**src/design/dcas_pkg.sv**
```systemverilog
package dcas_pkg;

    typedef enum logic [1:0] {
        OP_STEP,
        OP_LOAD,
        OP_ERROR,
        OP_DROP
    } op_kind_t;

    localparam logic [2:0] ST_OK         = 3'd0;
    localparam logic [2:0] ST_BAD_PERIPH = 3'd1;
    localparam logic [2:0] ST_BAD_FIFO   = 3'd2;
    localparam logic [2:0] ST_NO_SPECIAL = 3'd3;
    localparam logic [2:0] ST_BAD_TIMING = 3'd4;

    localparam logic [1:0] STEP_DEC  = 2'd1;
    localparam logic [1:0] STEP_HOLD = 2'd2;

    localparam logic [1:0] TIMING_IMMEDIATE = 2'd0;
    localparam logic [1:0] TIMING_SPECIAL   = 2'd3;

    localparam logic [0:0] CFG_PERIPH_BASE = 1'd0;
    localparam logic [0:0] CFG_PERIPH_SIZE = 1'd1;

    localparam logic [31:0] PERIPH_BASE_RESET = 32'h0400_0000;
    localparam logic [31:0] PERIPH_SIZE_RESET = 32'h0000_0400;

    localparam logic [31:0] FIFO_A_OFFSET   = 32'h0000_00A0;
    localparam logic [31:0] FIFO_B_OFFSET   = 32'h0000_00A4;
    localparam logic [31:0] WINDOW_LOW_OFS  = 32'h0000_0090;
    localparam logic [31:0] WINDOW_HIGH_OFS = 32'h0000_00A8;

    localparam logic [16:0] COUNT_MAX_LONG  = 17'h1_0000;
    localparam logic [16:0] COUNT_MAX_SHORT = 17'h0_4000;
    localparam logic [16:0] COUNT_SPECIAL   = 17'd4;

    typedef struct packed {
        op_kind_t    kind;
        logic [31:0] src;
        logic [31:0] dst;
        logic [16:0] count;
        logic        wide;
        logic [1:0]  src_code;
        logic [1:0]  dst_code;
        logic        repeat_on;
        logic [2:0]  status;
        logic        clr;
    } op_entry_t;

endpackage

```
**src/design/dcas_front.sv**
```systemverilog
module dcas_front
    import dcas_pkg::*;
(
    input  logic        clk,
    input  logic        rst_n,
    input  logic        cfg_write,
    input  logic [0:0]  cfg_index,
    input  logic [31:0] cfg_data,
    input  logic        command,
    input  logic [1:0]  channel,
    input  logic [31:0] source_address,
    input  logic [31:0] dest_address,
    input  logic [31:0] control_word,
    output op_entry_t   entry
);

    logic [31:0] base_reg;
    logic [31:0] size_reg;

    logic [1:0]  timing;
    logic        rep;
    logic [16:0] count;
    logic [32:0] window_top;
    logic        in_window;
    logic [31:0] offset;
    logic        bad_offset;
    logic        fifo_match;

    always_ff @(posedge clk or negedge rst_n)
    begin
        if (!rst_n)
        begin
            base_reg <= PERIPH_BASE_RESET;
            size_reg <= PERIPH_SIZE_RESET;
        end
        else if (cfg_write)
        begin
            unique case (cfg_index)
                CFG_PERIPH_BASE: base_reg <= cfg_data;
                CFG_PERIPH_SIZE: size_reg <= cfg_data;
                default: ;
            endcase
        end
    end

    always_comb
    begin
        timing     = control_word[29:28];
        rep        = control_word[25];
        window_top = {1'b0, base_reg} + {1'b0, size_reg};
        in_window  = (dest_address >= base_reg) && ({1'b0, dest_address} < window_top);
        offset     = dest_address - base_reg;
        bad_offset = (offset < WINDOW_LOW_OFS) || (offset >= WINDOW_HIGH_OFS);
        fifo_match = (dest_address == base_reg + FIFO_A_OFFSET)
                  || (dest_address == base_reg + FIFO_B_OFFSET);

        if (channel == 2'd3)
        begin
            count = (control_word[15:0] == 16'd0) ? COUNT_MAX_LONG
                                                  : {1'b0, control_word[15:0]};
        end
        else
        begin
            count = (control_word[13:0] == 14'd0) ? COUNT_MAX_SHORT
                                                  : {3'b000, control_word[13:0]};
        end

        entry.src       = source_address;
        entry.dst       = dest_address;
        entry.count     = count;
        entry.wide      = control_word[26];
        entry.src_code  = control_word[24:23];
        entry.dst_code  = control_word[22:21];
        entry.repeat_on = rep;
        entry.status    = ST_OK;
        entry.clr       = 1'b0;

        if (command)
        begin
            entry.kind = OP_STEP;
        end
        else if (!control_word[31])
        begin
            entry.kind = OP_DROP;
        end
        else if (timing == TIMING_IMMEDIATE)
        begin
            if (in_window && bad_offset)
            begin
                entry.kind   = OP_ERROR;
                entry.status = ST_BAD_PERIPH;
            end
            else
            begin
                entry.kind = OP_LOAD;
            end
        end
        else if (timing == TIMING_SPECIAL)
        begin
            if (channel != 2'd1 && channel != 2'd2)
            begin
                entry.kind   = OP_ERROR;
                entry.status = ST_NO_SPECIAL;
                entry.clr    = !rep;
            end
            else if (!fifo_match)
            begin
                entry.kind   = OP_ERROR;
                entry.status = ST_BAD_FIFO;
                entry.clr    = !rep;
            end
            else
            begin
                entry.kind     = OP_LOAD;
                entry.count    = COUNT_SPECIAL;
                entry.wide     = 1'b1;
                entry.dst_code = STEP_HOLD;
            end
        end
        else
        begin
            entry.kind   = OP_ERROR;
            entry.status = ST_BAD_TIMING;
        end
    end

endmodule

```
**src/design/dcas_queue.sv**
```systemverilog
module dcas_queue
    import dcas_pkg::*;
#(
    parameter int DEPTH = 4
)
(
    input  logic      clk,
    input  logic      rst_n,
    input  logic      push,
    input  op_entry_t push_entry,
    output logic      full,
    output logic      not_empty,
    input  logic      pop,
    output op_entry_t pop_entry
);

    localparam int PTR_W = (DEPTH > 1) ? $clog2(DEPTH) : 1;
    localparam int CNT_W = $clog2(DEPTH + 1);

    op_entry_t        mem_reg [DEPTH];
    logic [PTR_W-1:0] wr_ptr_reg;
    logic [PTR_W-1:0] rd_ptr_reg;
    logic [CNT_W-1:0] count_reg;
    logic [PTR_W-1:0] wr_ptr_next;
    logic [PTR_W-1:0] rd_ptr_next;
    logic [CNT_W-1:0] count_next;

    assign full      = (count_reg == CNT_W'(DEPTH));
    assign not_empty = (count_reg != '0);
    assign pop_entry = mem_reg[rd_ptr_reg];

    always_comb
    begin
        wr_ptr_next = wr_ptr_reg;
        rd_ptr_next = rd_ptr_reg;
        count_next  = count_reg;
        if (push)
        begin
            wr_ptr_next = (wr_ptr_reg == PTR_W'(DEPTH - 1)) ? '0 : wr_ptr_reg + 1'b1;
        end
        if (pop)
        begin
            rd_ptr_next = (rd_ptr_reg == PTR_W'(DEPTH - 1)) ? '0 : rd_ptr_reg + 1'b1;
        end
        if (push && !pop)
        begin
            count_next = count_reg + 1'b1;
        end
        else if (pop && !push)
        begin
            count_next = count_reg - 1'b1;
        end
    end

    always_ff @(posedge clk or negedge rst_n)
    begin
        if (!rst_n)
        begin
            wr_ptr_reg <= '0;
            rd_ptr_reg <= '0;
            count_reg  <= '0;
        end
        else
        begin
            wr_ptr_reg <= wr_ptr_next;
            rd_ptr_reg <= rd_ptr_next;
            count_reg  <= count_next;
        end
    end

    always_ff @(posedge clk)
    begin
        if (push)
        begin
            mem_reg[wr_ptr_reg] <= push_entry;
        end
    end

    a_no_overflow: assert property (@(posedge clk) disable iff (!rst_n)
        !(push && full))
        else $error("queue written while full");

    a_no_underflow: assert property (@(posedge clk) disable iff (!rst_n)
        !(pop && !not_empty))
        else $error("queue read while empty");

    a_count_bound: assert property (@(posedge clk) disable iff (!rst_n)
        count_reg <= CNT_W'(DEPTH))
        else $error("queue count beyond depth");

endmodule

```
**src/design/dcas_back.sv**
```systemverilog
module dcas_back
    import dcas_pkg::*;
(
    input  logic        clk,
    input  logic        rst_n,
    input  logic        deq_valid,
    input  op_entry_t   deq_entry,
    output logic        deq_ready,
    output logic        out_valid,
    input  logic        out_ready,
    output logic [31:0] read_address,
    output logic [31:0] write_address,
    output logic        word_size,
    output logic        last,
    output logic        clear_enable,
    output logic [2:0]  status
);

    logic        busy_reg;
    logic [31:0] src_reg;
    logic [31:0] dst_reg;
    logic [16:0] units_left_reg;
    logic        wide_reg;
    logic [1:0]  src_code_reg;
    logic [1:0]  dst_code_reg;
    logic        repeat_reg;

    logic        out_valid_reg;
    logic [31:0] rd_addr_reg;
    logic [31:0] wr_addr_reg;
    logic        word_size_reg;
    logic        last_reg;
    logic        clr_reg;
    logic [2:0]  status_reg;

    logic        pop;
    logic        step_last;

    function automatic logic [31:0] advance(input logic [31:0] addr,
                                            input logic [1:0] code,
                                            input logic wide);
        logic [31:0] size;
        size = wide ? 32'd4 : 32'd2;
        if (code == STEP_DEC)
        begin
            return addr - size;
        end
        else if (code == STEP_HOLD)
        begin
            return addr;
        end
        return addr + size;
    endfunction

    assign pop           = deq_valid && (!out_valid_reg || out_ready);
    assign deq_ready     = pop;
    assign step_last     = (units_left_reg <= 17'd1);
    assign out_valid     = out_valid_reg;
    assign read_address  = rd_addr_reg;
    assign write_address = wr_addr_reg;
    assign word_size     = word_size_reg;
    assign last          = last_reg;
    assign clear_enable  = clr_reg;
    assign status        = status_reg;

    always_ff @(posedge clk or negedge rst_n)
    begin
        if (!rst_n)
        begin
            busy_reg       <= 1'b0;
            src_reg        <= '0;
            dst_reg        <= '0;
            units_left_reg <= '0;
            wide_reg       <= 1'b0;
            src_code_reg   <= '0;
            dst_code_reg   <= '0;
            repeat_reg     <= 1'b0;
            out_valid_reg  <= 1'b0;
        end
        else
        begin
            if (out_ready)
            begin
                out_valid_reg <= 1'b0;
            end
            if (pop)
            begin
                unique case (deq_entry.kind)
                    OP_STEP:
                    begin
                        if (busy_reg)
                        begin
                            out_valid_reg  <= 1'b1;
                            src_reg        <= advance(src_reg, src_code_reg, wide_reg);
                            dst_reg        <= advance(dst_reg, dst_code_reg, wide_reg);
                            units_left_reg <= step_last ? 17'd0 : units_left_reg - 17'd1;
                            busy_reg       <= !step_last;
                        end
                    end
                    OP_LOAD:
                    begin
                        busy_reg       <= 1'b1;
                        src_reg        <= deq_entry.src;
                        dst_reg        <= deq_entry.dst;
                        units_left_reg <= deq_entry.count;
                        wide_reg       <= deq_entry.wide;
                        src_code_reg   <= deq_entry.src_code;
                        dst_code_reg   <= deq_entry.dst_code;
                        repeat_reg     <= deq_entry.repeat_on;
                    end
                    OP_ERROR:
                    begin
                        busy_reg      <= 1'b0;
                        out_valid_reg <= 1'b1;
                    end
                    OP_DROP:
                    begin
                        busy_reg <= 1'b0;
                    end
                    default: ;
                endcase
            end
        end
    end

    always_ff @(posedge clk)
    begin
        if (pop)
        begin
            if (deq_entry.kind == OP_STEP)
            begin
                rd_addr_reg   <= src_reg;
                wr_addr_reg   <= dst_reg;
                word_size_reg <= wide_reg;
                last_reg      <= step_last;
                clr_reg       <= step_last && !repeat_reg;
                status_reg    <= ST_OK;
            end
            else if (deq_entry.kind == OP_ERROR)
            begin
                rd_addr_reg   <= '0;
                wr_addr_reg   <= '0;
                word_size_reg <= 1'b0;
                last_reg      <= 1'b1;
                clr_reg       <= deq_entry.clr;
                status_reg    <= deq_entry.status;
            end
        end
    end

    a_last_ends_transfer: assert property (@(posedge clk) disable iff (!rst_n)
        (pop && deq_entry.kind == OP_STEP && busy_reg && step_last) |=> !busy_reg)
        else $error("transfer still busy after its final unit");

    a_load_arms: assert property (@(posedge clk) disable iff (!rst_n)
        (pop && deq_entry.kind == OP_LOAD) |=> (busy_reg && units_left_reg != 17'd0))
        else $error("load did not arm the transfer");

    a_result_from_pop: assert property (@(posedge clk) disable iff (!rst_n)
        $rose(out_valid_reg) |-> $past(pop))
        else $error("result appeared without a queued operation");

endmodule

```
**src/design/dma_channel_address_sequencer_top.sv**
```systemverilog
// Channel   Handshake                 Payload
// cfg       cfg_write                 cfg_index, cfg_data
// in        in_valid / in_ready       command, channel, source_address,
//                                     dest_address, control_word
// out       out_valid / out_ready     read_address, write_address, word_size,
//                                     last, clear_enable, status
//
// An item is classified in the cycle it is accepted and written to the operation queue.
// The back end retires one queued operation per cycle while the output is not stalled; a result,
// if the item yields one, is registered after the queue, at a sustained one item per cycle.
// Reset empties the queue and clears the channel state and the output valid flag.
// A stalled output holds the back end; the front keeps accepting until the queue fills.
module dma_channel_address_sequencer_top
    import dcas_pkg::*;
#(
    parameter int QUEUE_DEPTH = 4
)
(
    input  logic        clk,
    input  logic        rst_n,
    input  logic        cfg_write,
    input  logic [0:0]  cfg_index,
    input  logic [31:0] cfg_data,
    input  logic        in_valid,
    output logic        in_ready,
    input  logic        command,
    input  logic [1:0]  channel,
    input  logic [31:0] source_address,
    input  logic [31:0] dest_address,
    input  logic [31:0] control_word,
    output logic        out_valid,
    input  logic        out_ready,
    output logic [31:0] read_address,
    output logic [31:0] write_address,
    output logic        word_size,
    output logic        last,
    output logic        clear_enable,
    output logic [2:0]  status
);

    op_entry_t front_entry;
    op_entry_t queue_entry;
    logic      queue_full;
    logic      queue_not_empty;
    logic      queue_pop;

    assign in_ready = !queue_full;

    dcas_front u_front (
        .clk            (clk),
        .rst_n          (rst_n),
        .cfg_write      (cfg_write),
        .cfg_index      (cfg_index),
        .cfg_data       (cfg_data),
        .command        (command),
        .channel        (channel),
        .source_address (source_address),
        .dest_address   (dest_address),
        .control_word   (control_word),
        .entry          (front_entry)
    );

    dcas_queue #(
        .DEPTH (QUEUE_DEPTH)
    ) u_queue (
        .clk        (clk),
        .rst_n      (rst_n),
        .push       (in_valid && !queue_full),
        .push_entry (front_entry),
        .full       (queue_full),
        .not_empty  (queue_not_empty),
        .pop        (queue_pop),
        .pop_entry  (queue_entry)
    );

    dcas_back u_back (
        .clk           (clk),
        .rst_n         (rst_n),
        .deq_valid     (queue_not_empty),
        .deq_entry     (queue_entry),
        .deq_ready     (queue_pop),
        .out_valid     (out_valid),
        .out_ready     (out_ready),
        .read_address  (read_address),
        .write_address (write_address),
        .word_size     (word_size),
        .last          (last),
        .clear_enable  (clear_enable),
        .status        (status)
    );

endmodule
```
**config.mk**
```make
export PLATFORM = sky130hd
export DESIGN_NAME = dma_channel_address_sequencer_top
export DESIGN_NICKNAME = d
export VERILOG_FILES = /design/src/design/dcas_pkg.sv /design/src/design/dcas_front.sv /design/src/design/dcas_queue.sv /design/src/design/dcas_back.sv /design/src/design/dma_channel_address_sequencer_top.sv
export SDC_FILE = /design/constraint.sdc
export NUM_CORES = 1
export LEC_CHECK = 0
export BUFFER_PORTS_ARGS = -buffer_cell sky130_fd_sc_hd__buf_2
export CAP_MARGIN = 15
export CORE_ASPECT_RATIO = 0.6
export CORE_UTILIZATION = 50
export CTS_BUF_LIST = sky130_fd_sc_hd__clkbuf_16
export DETAILED_ROUTE_END_ITERATION = 10
export PLACE_DENSITY = 0.71
export SYNTH_ARGS = -nofsm -noshare
export SYNTH_HDL_FRONTEND = slang
export SYNTH_SLANG_ARGS = --single-unit
```
**constraint.sdc**
```tcl
create_clock -name clk -period 11.1 [get_ports clk]
set_input_delay 2.22 -clock clk [delete_from_list [all_inputs] [get_ports clk]]
set_output_delay 2.22 -clock clk [all_outputs]
set_load 0.005 [all_outputs]
```
==> key figures <==
Place
  • Port-buffer cells: 201
  • Post-DP HPWL: 61260 um
  • Routability Congestion: a little under 1

Yosys
  • #FFs+latches synth: 602
  • Mapped Avg Cell Area: ~12 um^2
  • Leading area contributor after synthesis: edfxtp_1
  • Top_reg_cell synth: edfxtp_1
  • Synth top area share: 41.68%
  • Netlist cell types: 89
  • Post-synth net total: 2941
  • Synth top area cells: edfxtp_1 42%, dfrtp_1 12%, ha_1 6.8%
  • Top post-synthesis cells by count: 442 x edfxtp_1, 202 x nand2_1, 186 x a21oi_1
  • EDFF count, synth: 442
  • Post-synth ARST share: between 20% and 30%
  • Cell Area, Synth: 31840 um^2
  • Mapped Cells: 2629
  • Synth Warn #: 0
  • Post-synthesis sequential area ratio: 54.27%
  • Most frequent cell after synthesis: edfxtp_1

STA
  • WHS: approximately 490 ps
  • Worst Tran Pin Value: 1088 ps
  • Tcrit/Tclk final: 58.42%
  • RSZ-0062 raised after global routing: no
  • Period minus WS final: 6485 ps
  • Setup_tns: 0 ps
  • Skew final: about 45 ps
  • Setup violators final: 0
  • Top achievable clock speed: 0.1542 GHz
  • Hold Fails Final Rpt: 0
  • Slew Viols, Final: 0
  • Worst relative slew slack: 26.81%

Worst setup path
  • Crit path arrival time: 6840 ps
  • Flop2flop setup slack: 4620 ps
  • Required time worst endpoint: 11460 ps
  • RR Startpoint: u_front.base_reg[0]
  • R2R Path End: u_queue.mem_reg[2][92]
  • CP max FO: 4
  • Setup crit end kind: register
  • CP Launch Type: register
  • Kind of critical path: register to register
  • R2R cell count: 20

Routing
  • Drt pass-1 iters: 6
  • Initial DRC Count: about 2100
  • Drt wl/cell: 23.17 um
  • Routed WL: ~86000 um
  • Routed Antenna Nets: 0
  • Residual DRC count: 0
  • Detailed-route via count: 22710
  • Vias per cell: 6.131

Floorplan
  • Io pins: 209
  • Chip width: around 330 um
  • Row count: 71
  • DIE AREA: around 65000 um^2
  • Initial core utilization: 50.70%
  • Die Y-Extent: 197.5 um
  • Core Box Area: around 63000 um^2

Worst hold path
  • Hold Crit Depth: 2
  • Beginning of the worst hold path: u_back.units_left_reg[12]
  • Endpoint of the worst hold path: u_back.units_left_reg[12]
  • Hold Crit Class: register to register

Clock tree
  • Post-CTS Setup Inserts: 0
  • TritonCTS Buffers: 56
  • CTS Sinks: between 600 and 700
  • Resized Gates After CTS: 0
  • CTS clk-pin slew, worst paths: 60 ps
  • CTS Hold Bufs: 0
  • H-tree depth: 2
  • CTS Buffer Depth: 3
  • CTS Root Cell: clkbuf_16
  • Clk Latency, worst-skew pair: 650 ps
  • TritonCTS clock tree: yes

Cells and area
  • Fin nets: 3128
  • Max FFs per register: 372
  • Share of post-route cells with drive strength above 1: between 10% and 20%
  • Area growth syn-to-layout: 11.47%

GRT
  • Tot GR Track Use: about a quarter
  • Grt total ovfl: 0
  • Number of global-route vias before repair: 21400
  • Initial antenna violation count: 6
  • First-pass GRT wire length: 129300 um
  • Largest net degree at the start of global routing: 71

Flow run
  • Max-Cap Viols: 0

Outcome
  • Outcome: finished clean

Pwr
  • VDD IR max: 0.0002237 V
  • Leak Pwr: ~14 nW
  • Pwr/cell area: ~310 nW/um^2
[where the power goes]
part | leakage (nW) | total, mW | internal [mW] | switching [mW]
Clock | 0.883 | 1.82 | 0.968 | 0.853
Sequential | 6.04 | 3.52 | 3.16 | 0.359
Combinational | 6.88 | 5.68 | 2.30 | 3.38
Total | 13.8 | 11.0 | 6.42 | 4.59
[through the flow]
| stage | util [%] | setup slack (ps) | power [mW] | cells | cell area, um^2 |
|---|---|---|---|---|---|
| floorplan | - | 4985 | 7.577 | 2629 | 31840 |
| global placement | 53.76 | 4451 | 8.921 | 3595 | 33770 |
| detailed placement | 53.76 | 4380 | 9.112 | 3595 | 33770 |
| CTS | 56.47 | 4749 | 10.97 | 3699 | 35470 |
| global route | 56.51 | 4229 | 11.78 | 3703 | 35490 |
| finish | 56.52 | 4616 | 11.02 | 3704 | 35500 |
[critical path, stage by stage, from the launching register on]
cell and delay [ps]:
dfrtp_1 410, ha_1 220, fa_1 440, a211oi_1 380, o21a_1 260, o22ai_1 210
o31ai_1 640, a21oi_1 220, a31o_2 330, a2111o_1 450, a31oi_1 250, o21bai_1 100
a21oi_1 200, xor2_1 110, ha_1 300, o2111ai_1 170, or4_1 560, o221ai_1 300
o2111ai_1 220, o211ai_1 220, a31oi_1 220
[logic make-up after synthesis]
logic type | Yosys count | share of synthesized area, %
fa+ha+maj | 175 | 6.924
xor+xnor | 144 | 3.961
buf+inv | 184 | 2.220
mux | 144 | 8.342
compound gates | 635 | 12.44
flops | 602 | 54.27
simple gates | 745 | 11.85
[layout by cell type, fill, tap and decap left out, types with 12 or more instances in the layout]
master       n
a211oi_1    13
a21o_1      68
a21oi_1    186
a31oi_1     30
and2_1      79
and3_1      21
buf_2      200
buf_4       26
clkbuf_16   58
clkinv_1    12
dfrtp_1    156
edfxtp_1   442
ha_1       173
inv_1       97
mux2_2      41
mux4_2      93
nand2_1    202
nand2b_1    27
nand3_1     56
nand4_1     38
nor2_1     135
nor2b_1     31
nor3_1      61
nor4_1      21
o211ai_1    15
o21a_1      22
o21ai_0    178
o21bai_1    17
or3_1       15
xnor2_1     91
xor2_1      53
[cell type report]
type	instances	area, um^2
Antenna cell	3	7.507
Timing Repair Buffer	228	1219
Multi-Input combinational cell	1843	13910
Tap cell	839	1050
Sequential cell	602	17290
Clock inverter	46	251.5
Fill cell	5158	27310
Inverter	85	319.1
Clock buffer	58	1451
[how the worst max path moves through the flow]
stage	start	cells after the start	slack (ps)	to
6_report	u_front.base_reg[0]	20	4620	u_queue.mem_reg[2][92]
5_1_grt	u_front.base_reg[0]	20	4230	u_queue.mem_reg[1][92]
4_1_cts	u_front.base_reg[0]	20	4750	u_queue.mem_reg[2][92]
3_5_place_dp	dest_address[4]	11	4380	u_queue.mem_reg[2][26]
3_3_place_gp	dest_address[4]	11	4450	u_queue.mem_reg[0][26]
2_1_floorplan	out_ready	5	4990	u_back.out_valid
[routing by layer]
metal / up-vias / global-route usage, % / share of wire, %
met1: 11290 / 43.10 / 50
met2: 920 / 35.78 / 40
li1: 10390 / - / -
met3: 98 / 5.141 / 8.8
met4: 6 / 6.057 / 1.8
met5: - / 0 / 0.052
Power figures use the tool's default switching activity.
